### config.mk
export PLATFORM = sky130hd
export DESIGN_NAME = masked_grouped_quant_matvec_top
export DESIGN_NICKNAME = d
export VERILOG_FILES = /design/src/rtl/mgqm_pkg.sv /design/src/rtl/mgqm_full_cols.sv /design/src/rtl/masked_grouped_quant_matvec_top.sv
export SDC_FILE = /design/constraint.sdc
export NUM_CORES = 2
export LEC_CHECK = 0
export BUFFER_PORTS_ARGS = -buffer_cell sky130_fd_sc_hd__buf_2
export CAP_MARGIN = 20
export CORE_MARGIN = 5
export CORE_UTILIZATION = 60
export CTS_CLUSTER_DIAMETER = 200
export DETAILED_ROUTE_END_ITERATION = 16
export MAX_ROUTING_LAYER = met4
export PLACE_DENSITY = 0.77
export SYNTH_ARGS = -nofsm -noshare
export SYNTH_HDL_FRONTEND = slang
export SYNTH_SLANG_ARGS = --single-unit
### constraint.sdc
create_clock -name clock -period 18.91 [get_ports clock]
set_input_delay 3.782 -clock clock [delete_from_list [all_inputs] [get_ports clock]]
set_output_delay 3.782 -clock clock [all_outputs]
set_load 0.01 [all_outputs]
### src/rtl/mgqm_pkg.sv
// ----------------------------------------------------------------------------
// mgqm_pkg
// Shared types and constants of the masked grouped quantized matrix-vector
// block: transaction payloads, register indexes and register reset values.
// ----------------------------------------------------------------------------
`default_nettype none

package mgqm_pkg;

   // Configuration port
   localparam int CSR_INDEX_W = 2;
   localparam int CSR_DATA_W  = 13;

   localparam logic [CSR_INDEX_W-1:0] CSR_COLUMNS      = 2'd0;
   localparam logic [CSR_INDEX_W-1:0] CSR_GROUP_LENGTH = 2'd1;
   localparam logic [CSR_INDEX_W-1:0] CSR_ROWS         = 2'd2;

   // Raw register widths
   localparam int COLUMNS_W      = 13;
   localparam int GROUP_LENGTH_W = 9;
   localparam int ROWS_W         = 13;

   // Register reset values
   localparam logic [COLUMNS_W-1:0]      RESET_COLUMNS      = 13'd4096;
   localparam logic [GROUP_LENGTH_W-1:0] RESET_GROUP_LENGTH = 9'd32;
   localparam logic [ROWS_W-1:0]         RESET_ROWS         = 13'd1;

   // Payload widths
   localparam int VALUE_W = 56;
   localparam int INDEX_W = 12;

   // Input transaction: one matrix element
   typedef struct packed {
      logic [1:0]         weight_code;
      logic signed [15:0] activation;
      logic               keep;
      logic signed [15:0] group_scale;
      logic signed [15:0] group_bias;
   } req_type;

   // Result transaction: one finished row
   typedef struct packed {
      logic signed [VALUE_W-1:0] row_value;
      logic [INDEX_W-1:0]        row_index;
      logic                      last_row;
   } rsp_type;

endpackage

`default_nettype wire

### src/rtl/mgqm_full_cols.sv
// ----------------------------------------------------------------------------
// mgqm_full_cols
// Computes the number of columns covered by full groups,
// dividend - (dividend mod divisor), with a restoring division that retires
// one dividend bit per cycle, then forms the result in a final step.
// ----------------------------------------------------------------------------
`default_nettype none

module mgqm_full_cols #(
   parameter int DW = 13,
   parameter int VW = 9
) (
   input  wire           clock,
   input  wire           reset,
   input  wire           start,
   input  wire  [DW-1:0] dividend,
   input  wire  [VW-1:0] divisor,
   output logic          busy,
   output logic [DW-1:0] full_cols
);

   localparam int CntW = $clog2(DW + 2);

   logic [CntW-1:0] cnt_ff,  cnt_in;
   logic [DW-1:0]   dvd_ff,  dvd_in;
   logic [VW-1:0]   rem_ff,  rem_in;
   logic [DW-1:0]   full_ff, full_in;
   logic [VW:0]     trial;

   assign busy      = (cnt_ff != '0);
   assign full_cols = full_ff;

   // Shift in the next dividend bit and subtract the divisor where it fits
   assign trial = {rem_ff, dvd_ff[DW-1]};

   always_comb begin
      cnt_in  = cnt_ff;
      dvd_in  = dvd_ff;
      rem_in  = rem_ff;
      full_in = full_ff;
      if (start) begin
         cnt_in = CntW'(DW + 1);
         dvd_in = dividend;
         rem_in = '0;
      end else if (cnt_ff > CntW'(1)) begin
         cnt_in = cnt_ff - CntW'(1);
         dvd_in = {dvd_ff[DW-2:0], 1'b0};
         if (trial >= {1'b0, divisor}) begin
            rem_in = VW'(trial - {1'b0, divisor});
         end else begin
            rem_in = VW'(trial);
         end
      end else if (cnt_ff == CntW'(1)) begin
         cnt_in  = '0;
         full_in = dividend - DW'(rem_ff);
      end
   end

   // Hold control under reset, payload free running
   always_ff @(posedge clock) begin
      if (reset) begin
         cnt_ff <= '0;
      end else begin
         cnt_ff <= cnt_in;
      end
   end

   always_ff @(posedge clock) begin
      dvd_ff  <= dvd_in;
      rem_ff  <= rem_in;
      full_ff <= full_in;
   end

   a_start_busy: assert property (@(posedge clock) disable iff (reset)
      start |=> busy)
      else $error("full column unit idle after start");

   a_rem_bound: assert property (@(posedge clock) disable iff (reset)
      busy && !start |-> ({1'b0, rem_ff} < {1'b0, divisor}))
      else $error("partial remainder not below divisor");

   a_result_bound: assert property (@(posedge clock) disable iff (reset)
      !busy && !start |-> full_ff <= dividend)
      else $error("full column count exceeds columns");

endmodule

`default_nettype wire

### src/rtl/masked_grouped_quant_matvec_top.sv
// Path: the element that ends a row passes the input register, then the
//   result register, which holds the row result; stalls can hold either.
// Throughput: one element per cycle via the combinational accumulate path,
//   unless a full-group count or a held row result stalls it. Reset and every
//   write of columns or group_length start such a count, with req_ready low.
// Reset is synchronous, active high; registers return to their defaults.
// ----------------------------------------------------------------------------
// masked_grouped_quant_matvec_top
// Streams a matrix row by row, one element per transaction, and emits the
// masked, group-dequantized dot product of each row.
// ----------------------------------------------------------------------------
`default_nettype none

module masked_grouped_quant_matvec_top #(
   parameter int MAX_COLUMNS = 4096,
   parameter int MAX_GROUP   = 256,
   parameter int MAX_ROWS    = 4096
) (
   input  wire                                   clock,
   input  wire                                   reset,
   input  wire                                   req_valid,
   output logic                                  req_ready,
   input  wire  mgqm_pkg::req_type               req_data,
   output logic                                  rsp_valid,
   input  wire                                   rsp_ready,
   output mgqm_pkg::rsp_type                     rsp_data,
   input  wire                                   csr_we,
   input  wire  [mgqm_pkg::CSR_INDEX_W-1:0]      csr_index,
   input  wire  [mgqm_pkg::CSR_DATA_W-1:0]       csr_wdata
);

   localparam int ColW  = $clog2(MAX_COLUMNS + 1);
   localparam int CpW   = $clog2(MAX_COLUMNS);
   localparam int GlW   = $clog2(MAX_GROUP + 1);
   localparam int GpW   = $clog2(MAX_GROUP);
   localparam int NrW   = $clog2(MAX_ROWS + 1);
   localparam int RowW  = (MAX_ROWS > 1) ? $clog2(MAX_ROWS) : 1;
   localparam int DotW  = 19 + $clog2(MAX_GROUP);
   localparam int SumW  = 17 + $clog2(MAX_GROUP);
   localparam int ValW  = mgqm_pkg::VALUE_W;

   // Configuration registers
   logic [mgqm_pkg::COLUMNS_W-1:0]      cols_ff,    cols_in;
   logic [mgqm_pkg::GROUP_LENGTH_W-1:0] glen_ff,    glen_in;
   logic [mgqm_pkg::ROWS_W-1:0]         rows_ff,    rows_in;
   logic                                restart_ff, restart_in;

   // Input register
   logic                   s1_valid_ff, s1_valid_in;
   mgqm_pkg::req_type      s1_data_ff,  s1_data_in;

   // Row state
   logic [CpW-1:0]         cp_ff,      cp_in;
   logic [GpW-1:0]         gp_ff,      gp_in;
   logic signed [DotW-1:0] dot_ff,     dot_in;
   logic signed [SumW-1:0] sum_ff,     sum_in;
   logic [ValW-1:0]        row_acc_ff, row_acc_in;
   logic [RowW-1:0]        rc_ff,      rc_in;

   // Result register
   logic                   rsp_valid_ff, rsp_valid_in;
   mgqm_pkg::rsp_type      rsp_data_ff,  rsp_data_in;

   logic [ColW-1:0]        ncols;
   logic [GlW-1:0]         glen;
   logic [NrW-1:0]         nrows;
   logic [ColW-1:0]        full_cols;
   logic                   div_busy;
   logic                   cfg_busy;
   logic                   s1_fire;
   logic                   in_full;
   logic                   group_end;
   logic                   row_end;
   logic                   last;
   logic signed [17:0]     wx;
   logic signed [DotW-1:0] dot_upd;
   logic signed [SumW-1:0] sum_upd;
   logic signed [DotW+15:0] prod_dot;
   logic signed [SumW+15:0] prod_sum;
   logic [ValW-1:0]        term;
   logic [ValW-1:0]        row_acc_upd;

   // Write registers; columns or group_length writes restart full-group count
   always_comb begin
      cols_in    = cols_ff;
      glen_in    = glen_ff;
      rows_in    = rows_ff;
      restart_in = 1'b0;
      if (csr_we) begin
         case (csr_index)
            mgqm_pkg::CSR_COLUMNS: begin
               cols_in    = csr_wdata[mgqm_pkg::COLUMNS_W-1:0];
               restart_in = 1'b1;
            end
            mgqm_pkg::CSR_GROUP_LENGTH: begin
               glen_in    = csr_wdata[mgqm_pkg::GROUP_LENGTH_W-1:0];
               restart_in = 1'b1;
            end
            mgqm_pkg::CSR_ROWS: begin
               rows_in = csr_wdata[mgqm_pkg::ROWS_W-1:0];
            end
            default: begin
               restart_in = 1'b0;
            end
         endcase
      end
   end

   // Clamp register values into their working ranges
   always_comb begin
      if (cols_ff == '0) begin
         ncols = ColW'(1);
      end else if (int'(cols_ff) > MAX_COLUMNS) begin
         ncols = ColW'(MAX_COLUMNS);
      end else begin
         ncols = ColW'(cols_ff);
      end
      if (glen_ff == '0) begin
         glen = GlW'(1);
      end else if (int'(glen_ff) > MAX_GROUP) begin
         glen = GlW'(MAX_GROUP);
      end else begin
         glen = GlW'(glen_ff);
      end
      if (rows_ff == '0) begin
         nrows = NrW'(1);
      end else if (int'(rows_ff) > MAX_ROWS) begin
         nrows = NrW'(MAX_ROWS);
      end else begin
         nrows = NrW'(rows_ff);
      end
   end

   mgqm_full_cols #(
      .DW (ColW),
      .VW (GlW)
   ) u_full_cols (
      .clock     (clock),
      .reset     (reset),
      .start     (restart_ff),
      .dividend  (ncols),
      .divisor   (glen),
      .busy      (div_busy),
      .full_cols (full_cols)
   );

   assign cfg_busy = restart_ff || div_busy;

   // Advance the held element if the result register is free and cfg_busy low
   assign s1_fire   = s1_valid_ff && !cfg_busy && (!rsp_valid_ff || rsp_ready);
   assign req_ready = !cfg_busy && (!s1_valid_ff || s1_fire);

   always_comb begin
      s1_valid_in = s1_valid_ff;
      s1_data_in  = s1_data_ff;
      if (req_valid && req_ready) begin
         s1_valid_in = 1'b1;
         s1_data_in  = req_data;
      end else if (s1_fire) begin
         s1_valid_in = 1'b0;
      end
   end

   // Element contribution and group term
   assign in_full   = ColW'(cp_ff) < full_cols;
   assign group_end = (GlW'(gp_ff) + GlW'(1)) >= glen;
   assign row_end   = (ColW'(cp_ff) + ColW'(1)) >= ncols;
   assign last      = (NrW'(rc_ff) + NrW'(1)) >= nrows;

   assign wx       = $signed({1'b0, s1_data_ff.weight_code}) * s1_data_ff.activation;
   assign dot_upd  = s1_data_ff.keep ? (dot_ff + DotW'(wx)) : dot_ff;
   assign sum_upd  = s1_data_ff.keep ? (sum_ff + SumW'(s1_data_ff.activation)) : sum_ff;
   assign prod_dot = s1_data_ff.group_scale * dot_upd;
   assign prod_sum = s1_data_ff.group_bias * sum_upd;
   assign term     = ValW'(prod_dot) + ValW'(prod_sum);

   assign row_acc_upd = (in_full && group_end) ? (row_acc_ff + term) : row_acc_ff;

   // Update row state and load the result on a row end
   always_comb begin
      cp_in        = cp_ff;
      gp_in        = gp_ff;
      dot_in       = dot_ff;
      sum_in       = sum_ff;
      row_acc_in   = row_acc_ff;
      rc_in        = rc_ff;
      rsp_valid_in = rsp_valid_ff && !rsp_ready;
      rsp_data_in  = rsp_data_ff;
      if (s1_fire) begin
         if (in_full) begin
            if (group_end) begin
               row_acc_in = row_acc_upd;
               dot_in     = '0;
               sum_in     = '0;
               gp_in      = '0;
            end else begin
               dot_in = dot_upd;
               sum_in = sum_upd;
               gp_in  = gp_ff + GpW'(1);
            end
         end
         if (row_end) begin
            rsp_valid_in          = 1'b1;
            rsp_data_in.row_value = row_acc_upd;
            rsp_data_in.row_index = mgqm_pkg::INDEX_W'(rc_ff);
            rsp_data_in.last_row  = last;
            row_acc_in            = '0;
            dot_in                = '0;
            sum_in                = '0;
            gp_in                 = '0;
            cp_in                 = '0;
            rc_in                 = last ? '0 : (rc_ff + RowW'(1));
         end else begin
            cp_in = cp_ff + CpW'(1);
         end
      end
   end

   assign rsp_valid = rsp_valid_ff;
   assign rsp_data  = rsp_data_ff;

   // Reset control and state: defaults into registers, row state cleared
   always_ff @(posedge clock) begin
      if (reset) begin
         cols_ff      <= mgqm_pkg::RESET_COLUMNS;
         glen_ff      <= mgqm_pkg::RESET_GROUP_LENGTH;
         rows_ff      <= mgqm_pkg::RESET_ROWS;
         restart_ff   <= 1'b1;
         s1_valid_ff  <= 1'b0;
         rsp_valid_ff <= 1'b0;
         cp_ff        <= '0;
         gp_ff        <= '0;
         dot_ff       <= '0;
         sum_ff       <= '0;
         row_acc_ff   <= '0;
         rc_ff        <= '0;
      end else begin
         cols_ff      <= cols_in;
         glen_ff      <= glen_in;
         rows_ff      <= rows_in;
         restart_ff   <= restart_in;
         s1_valid_ff  <= s1_valid_in;
         rsp_valid_ff <= rsp_valid_in;
         cp_ff        <= cp_in;
         gp_ff        <= gp_in;
         dot_ff       <= dot_in;
         sum_ff       <= sum_in;
         row_acc_ff   <= row_acc_in;
         rc_ff        <= rc_in;
      end
   end

   // Hold payload registers without reset
   always_ff @(posedge clock) begin
      s1_data_ff  <= s1_data_in;
      rsp_data_ff <= rsp_data_in;
   end

   a_no_overwrite: assert property (@(posedge clock) disable iff (reset)
      rsp_valid_ff && !rsp_ready |-> !s1_fire)
      else $error("pending row result overwritten");

   a_state_hold: assert property (@(posedge clock) disable iff (reset)
      !s1_fire |=> $stable(row_acc_ff) && $stable(cp_ff) && $stable(rc_ff))
      else $error("row state moved without an element");

   a_row_clear: assert property (@(posedge clock) disable iff (reset)
      s1_fire && row_end |=> cp_ff == '0 && gp_ff == '0 && row_acc_ff == '0)
      else $error("row state not cleared at row end");

endmodule

`default_nettype wire

# Yosys cells after proc, flatten, opt, wreduce, memory -nomap -nowiden
# Index checks and enable logic that the tools add are counted.
classes:
  addsub: 13
  multipliers: 3
  order_cmp: 9
  eq_ne: 3
  muxes: 35
  bitwise_logic: 2
  n_reduce_logical: 33
op_table:
  columns: ["operator", "n"]
  rows:
  - ["two-way mux 56 bit", 4]
  - ["two-way mux 27 bit", 4]
  - ["two-way mux 25 bit", 4]
  - ["two-way mux 13 bit", 6]
  - ["adder 56 bit", 1]
  - ["adder 43 x 41 -> 44 bit", 1]
  - ["multiplier 16 x 27 -> 43 bit", 1]
  - ["multiplier 16 x 25 -> 41 bit", 1]
  - ["adder 27 x 18 -> 27 bit", 1]
  - ["two-way mux 9 bit", 3]
  - ["adder 12 x 1 -> 13 bit, second input constant", 2]
  - [">= comparator 13 bit", 2]
  - ["> comparator 13 bit, second input constant", 2]
  - ["logical NOT 13 bit", 2]
  - ["adder 25 x 16 -> 25 bit", 1]
  - ["adder 12 x 1 -> 12 bit, second input constant", 2]
  - ["two-way mux 12 bit", 2]
  - ["two-way mux 8 bit", 3]
  - ["multiplier 3 x 16 -> 18 bit", 1]
  - ["< comparator 12 x 13 -> 1 bit", 1]
  - ["subtractor 13 x 9 -> 13 bit", 1]
  - ["two-way mux 4 bit", 3]
  - [">= comparator 10 x 9 -> 1 bit", 1]
  - ["AND reduction 2 bit", 5]
  - ["other kinds (22)", 44]
word_totals:
  reg_bits: 337
  input_bits: 71
  out_inout_bits: 71

# Longest topological paths before layout
logic_depth:
  depth_word: 10
  ltp_mapped: 64

# Modules after synthesis
# A second synthesis with hierarchy kept.
hier_totals:
  hier_cells: 5675
  hier_area_um2: 52156.3
modules_own_cells:
  columns: ["module", "instances", "cells_each", "area_each_um2", "seq_area_each_um2"]
  rows:
  - ["masked_grouped_quant_matvec_top", 1, 5424, 49633.9, 7166.9]
  - ["mgqm_full_cols", 1, 251, 2522.4, 1041.0]

# Least setup slack after synthesis
# No wires, ideal clock.
synth_path:
  kind: "flip-flop to flip-flop"
  startpoint: "register s1_data_ff[49] in the netlist's numbering"
  endpoint: "register rsp_data_ff (netlist bit rsp_data[63]) (data pin)"
  setup_time_ps: 260
  arrival_time_ps: 13774
  path_slack_ps: 4876
  stages_incl_launch_ff: 61
  period_less_slack_ps: 14034
  cell_sequence: "edfxtp_1 > clkbuf_1 > and2_1 > ha_1 > ha_1 > inv_1 > fa_1 > nor2b_1 > o21ai_0 > a21boi_1 > o21ai_0 > a21oi_1 > o21ai_0 > a21oi_1 > o41ai_1 > or4b_1 > o311ai_0 > ha_1 > [... 25 more ...] > or3_1 > o31a_2 > a22oi_2 > a41o_1 > a31o_1 > a21oi_2 > o311a_1 > ha_1 > clkbuf_1 > and2_1 > a221o_1 > a21o_1 > a2111oi_4 > a32o_1 > a31oi_1 > a21oi_1 > xnor2_1 > mux2_2"
synth_via:
  elab_chain_cells: 7
synth_lines:
  columns: ["element", "line_no", "source"]
  rows:
  - ["from (decl)", "masked_grouped_quant_matvec_top.sv:50", "mgqm_pkg::req_type s1_data_ff, s1_data_in;"]
  - ["from (signal assigned)", "masked_grouped_quant_matvec_top.sv:255", "s1_data_ff <= s1_data_in;"]
  - ["multiplier 3 x 16 -> 18 bit", "masked_grouped_quant_matvec_top.sv:170", "assign wx = $signed({1'b0, s1_data_ff.weight_code}) * s1_data_ff.activation;"]
  - ["adder 27 x 18 -> 27 bit", "masked_grouped_quant_matvec_top.sv:171", "assign dot_upd = s1_data_ff.keep ? (dot_ff + DotW'(wx)) : dot_ff;"]
  - ["two-way mux 27 bit", "masked_grouped_quant_matvec_top.sv:171", null]
  - ["multiplier 16 x 27 -> 43 bit", "masked_grouped_quant_matvec_top.sv:173", "assign prod_dot = s1_data_ff.group_scale * dot_upd;"]
  - ["adder 43 x 41 -> 44 bit", "masked_grouped_quant_matvec_top.sv:175", "assign term = ValW'(prod_dot) + ValW'(prod_sum);"]
  - ["adder 56 bit", "masked_grouped_quant_matvec_top.sv:177", "assign row_acc_upd = (in_full && group_end) ? (row_acc_ff + term) : row_acc_ff;"]
  - ["two-way mux 56 bit", "masked_grouped_quant_matvec_top.sv:177", null]
  - ["named net row_acc_upd[50]", "masked_grouped_quant_matvec_top.sv:81", "logic [ValW-1:0] row_acc_upd;"]
  - ["to (signal assigned)", "masked_grouped_quant_matvec_top.sv:256", "rsp_data_ff <= rsp_data_in;"]
  - ["to (decl)", "masked_grouped_quant_matvec_top.sv:62", "mgqm_pkg::rsp_type rsp_data_ff, rsp_data_in;"]
# The timed path passes the listed nets, and every way through them passes these cells.
# A chain may end at the register's enable or synchronous reset.

# Worst setup path in the final report
layout_path:
  startpoint: "register s1_data_ff[50] in the netlist's numbering"
  endpoint: "register rsp_data_ff (netlist bit rsp_data[65]) (data pin)"
# The elaborated chain is that of the path after synthesis.

==> impl_metrics.csv <==
group,metric,value,unit
run_status,status,"complete, no violations",
timing,drv_slew,0,
worst_setup_path,worst_setup_path_end_kind,"flop",
worst_setup_path,crit_type,"flop to flop",
logic_synthesis,synthArstFlopShare,0,%
floorplanning,dieArea,92580,um2
cts,post_cts_hold_buffer_count,0,
detailed_routing,vias,38740,
logic_synthesis,synth_edf_count,146,
floorplanning,core-area,86350,um2
timing,tightestPinTransition,1.176,ns
global_routing,grt_antenna_before_repair,2,
hold_path,hold_path.class,"flop to flop",
timing,period_needed,15.96,ns
timing,skew,0.03656,ns
worst_setup_path,slowest_stage,"fa_1",
global_routing,grt_pass1_wl,214200,um
floorplanning,rows,108,
logic_synthesis,synth_cell_types,98,
global_routing,first_global_vias,40880,
logic_synthesis,ys_ff_latch,337,
timing,fin_setup_tns,0,ns
floorplanning,io_pins,142,
logic_synthesis,ys_seq_area_share,15.80,%
cells_and_area,finalInstanceArea,55290,um2
cts,numCtsBuffers,43,
worst_setup_path,crit_required,19.23,ns
cells_and_area,final_common_cell,"inv_1",
cts,cts_max_level,2,
detailed_routing,drcViolationCount,0,
logic_synthesis,synth_ff_type,"dfxtp_1",
global_routing,grt.total_usage,29.38,%
detailed_routing,detail_route.iter0.violations,2469,
cts,clk_path_buf_depth,3,
floorplanning,start_util,60.17,%
logic_synthesis,synth_fp_nets,7002,
cts,cts-root-buf,"clkbuf_16",
timing,period_share,84.39,%
worst_setup_path,crit_top_cell,"fa_1",
logic_synthesis,synth_cells,5641,
timing,slew_headroom,21.63,%
worst_setup_path,max_stage_delay,0.97,ns
floorplanning,die_height,304.3,um
floorplanning,die_w,304.3,um
cts,clkLatencyLatePin,0.60,ns
cts,cts_tree,"yes",
cells_and_area,final_cell_mix,"inv_1, fa_1, nand2_1, ha_1, and2_1",
worst_setup_path,arrival,16.28,ns
cts,post_cts_buffers,0,
timing,setup_viol,0,
placement,gp_congestion,0.9382,
placement,port-buffer-count,141,
cells_and_area,area_growth,6.403,%
worst_setup_path,path_max_fanout,22,
logic_synthesis,yosysWarnings,0,
logic_synthesis,synth.cell_area,51960,um2
placement,dpl-instance-area,53720,um2
cts,cts.sinks,337,
global_routing,grt_max_degree,90,
detailed_routing,finalWirelength,130500,um
logic_synthesis,syn_area_per_cell,9.211,um2
global_routing,grt_overflow,0,
placement,dp_hpwl,105400,um
cells_and_area,final_util,64.03,%
detailed_routing,ant_nets,0,
detailed_routing,avgViaCountPerCell,5.644,
cells_and_area,final_net_count,7033,
cts,cts_resized,0,
cells_and_area,drive_gt1_share,7.254,%
detailed_routing,drtPass1Iterations,6,
timing,holdWs,0.4765,ns
timing,hold_viol,0,
timing,clock.fmax,0.06266,GHz
worst_setup_path,cp-start-kind,"flop",
run,maxCapViolCount,0,
detailed_routing,drt-wirelength-per-cell,19.02,um
cts,cts.clk_slew.worst_paths,0.06,ns
timing,rsz0062_at_grt,"no",
## worst max-delay path, delay by kind of cell (launching register included)
family                   cells  cell delay, ns
flip-flops                   1            0.57
adder cells (fa/ha/maj)     14            6.35
AND/OR/NAND/NOR             13            2.67
AO/OA/AOI/OAI               21            4.92
XOR/XNOR                     3            0.48
buffers and inverters        6            0.65
## final timing paths
| path | from | to | slack [ns] | cells past startpoint |
|---|---|---|---|---|
| hold / removal | cols_ff[2] | cols_ff[2] | 0.48 | 2 |
| hold reg to reg | cols_ff[2] | cols_ff[2] | 0.48 | 2 |
| setup / recovery | s1_data_ff[50] | rsp_data[65] | 2.95 | 57 |
| setup reg to reg | s1_data_ff[50] | rsp_data[65] | 2.95 | 57 |
## layout make-up
class,count,area [um2]
multi-input combinational,3963,38720
fill,7120,31060
sequential,337,8208
inverter,1129,4238
tap,1155,1445
clock buffer,63,1326
timing repair buffer,198,1140
clock inverter,17,203.9
antenna,2,5.005
## routing by layer
| metal | track usage (%) | vias to the layer above | share of wire [%] |
|---|---|---|---|
| met3 | 3.034 | 347 | 4.8 |
| met2 | 49.61 | 1176 | 50 |
| met1 | 36.31 | 19440 | 40 |
| met5 | - | - | 0 |
| li1 | - | 17770 | - |
| met4 | 12.78 | 0 | 5.5 |
## sequential cells by signal (all words and copies together), names as in the netlist
name	count
s1_data_ff	51
dot_ff	27
cols_ff	13
cp_ff	12
u_full_cols.full_cols	13
rc_ff	12
u_full_cols.rem_ff	9
gp_ff	8
row_acc_ff	56
rows_ff	13
glen_ff	9
u_full_cols.cnt_ff	4
rsp_data	69
s1_valid_ff	1
restart_ff	1
u_full_cols.dvd_ff	13
rsp_valid	1
sum_ff	25
## cell usage after synthesis, drive strengths merged, types with 45 or more instances
master / n / area share [%]
inv: 1127 / 8.1
fa: 901 / 35
nand2: 680 / 4.9
ha: 389 / 9.4
and2: 240 / 2.9
a21oi: 206 / 2.0
dfxtp: 191 / 7.4
nor2: 189 / 1.4
nor2b: 188 / 2.3
o21ai: 176 / 1.7
clkbuf: 168 / 1.2
edfxtp: 146 / 8.4
xnor2: 124 / 2.1
a21o: 81 / 1.2
nand2b: 71 / 0.85
xor2: 63 / 1.1
mux2: 60 / 1.3
a22o: 50 / 0.84
or2: 45 / 0.55
## through the flow
step	instances	worst slack, ns
floorplan	5641	4.876
global placement	6779	3.473
detailed placement	6779	3.016
CTS	6859	2.943
global route	6864	1.797
finish	6864	2.952
## kinds of logic after synthesis
kind of cell / Yosys count / share of synthesized area, %
compound gates: 790 / 10.23
buf+inv: 1341 / 9.782
mux: 81 / 1.743
xor+xnor: 187 / 3.181
simple gates: 1615 / 15.19
flops: 337 / 15.80
fa+ha+maj: 1290 / 44.08
Power is left out: the tool's default activity adds up to more than one toggle a clock period on the data nets, which glitch-free logic cannot reach.
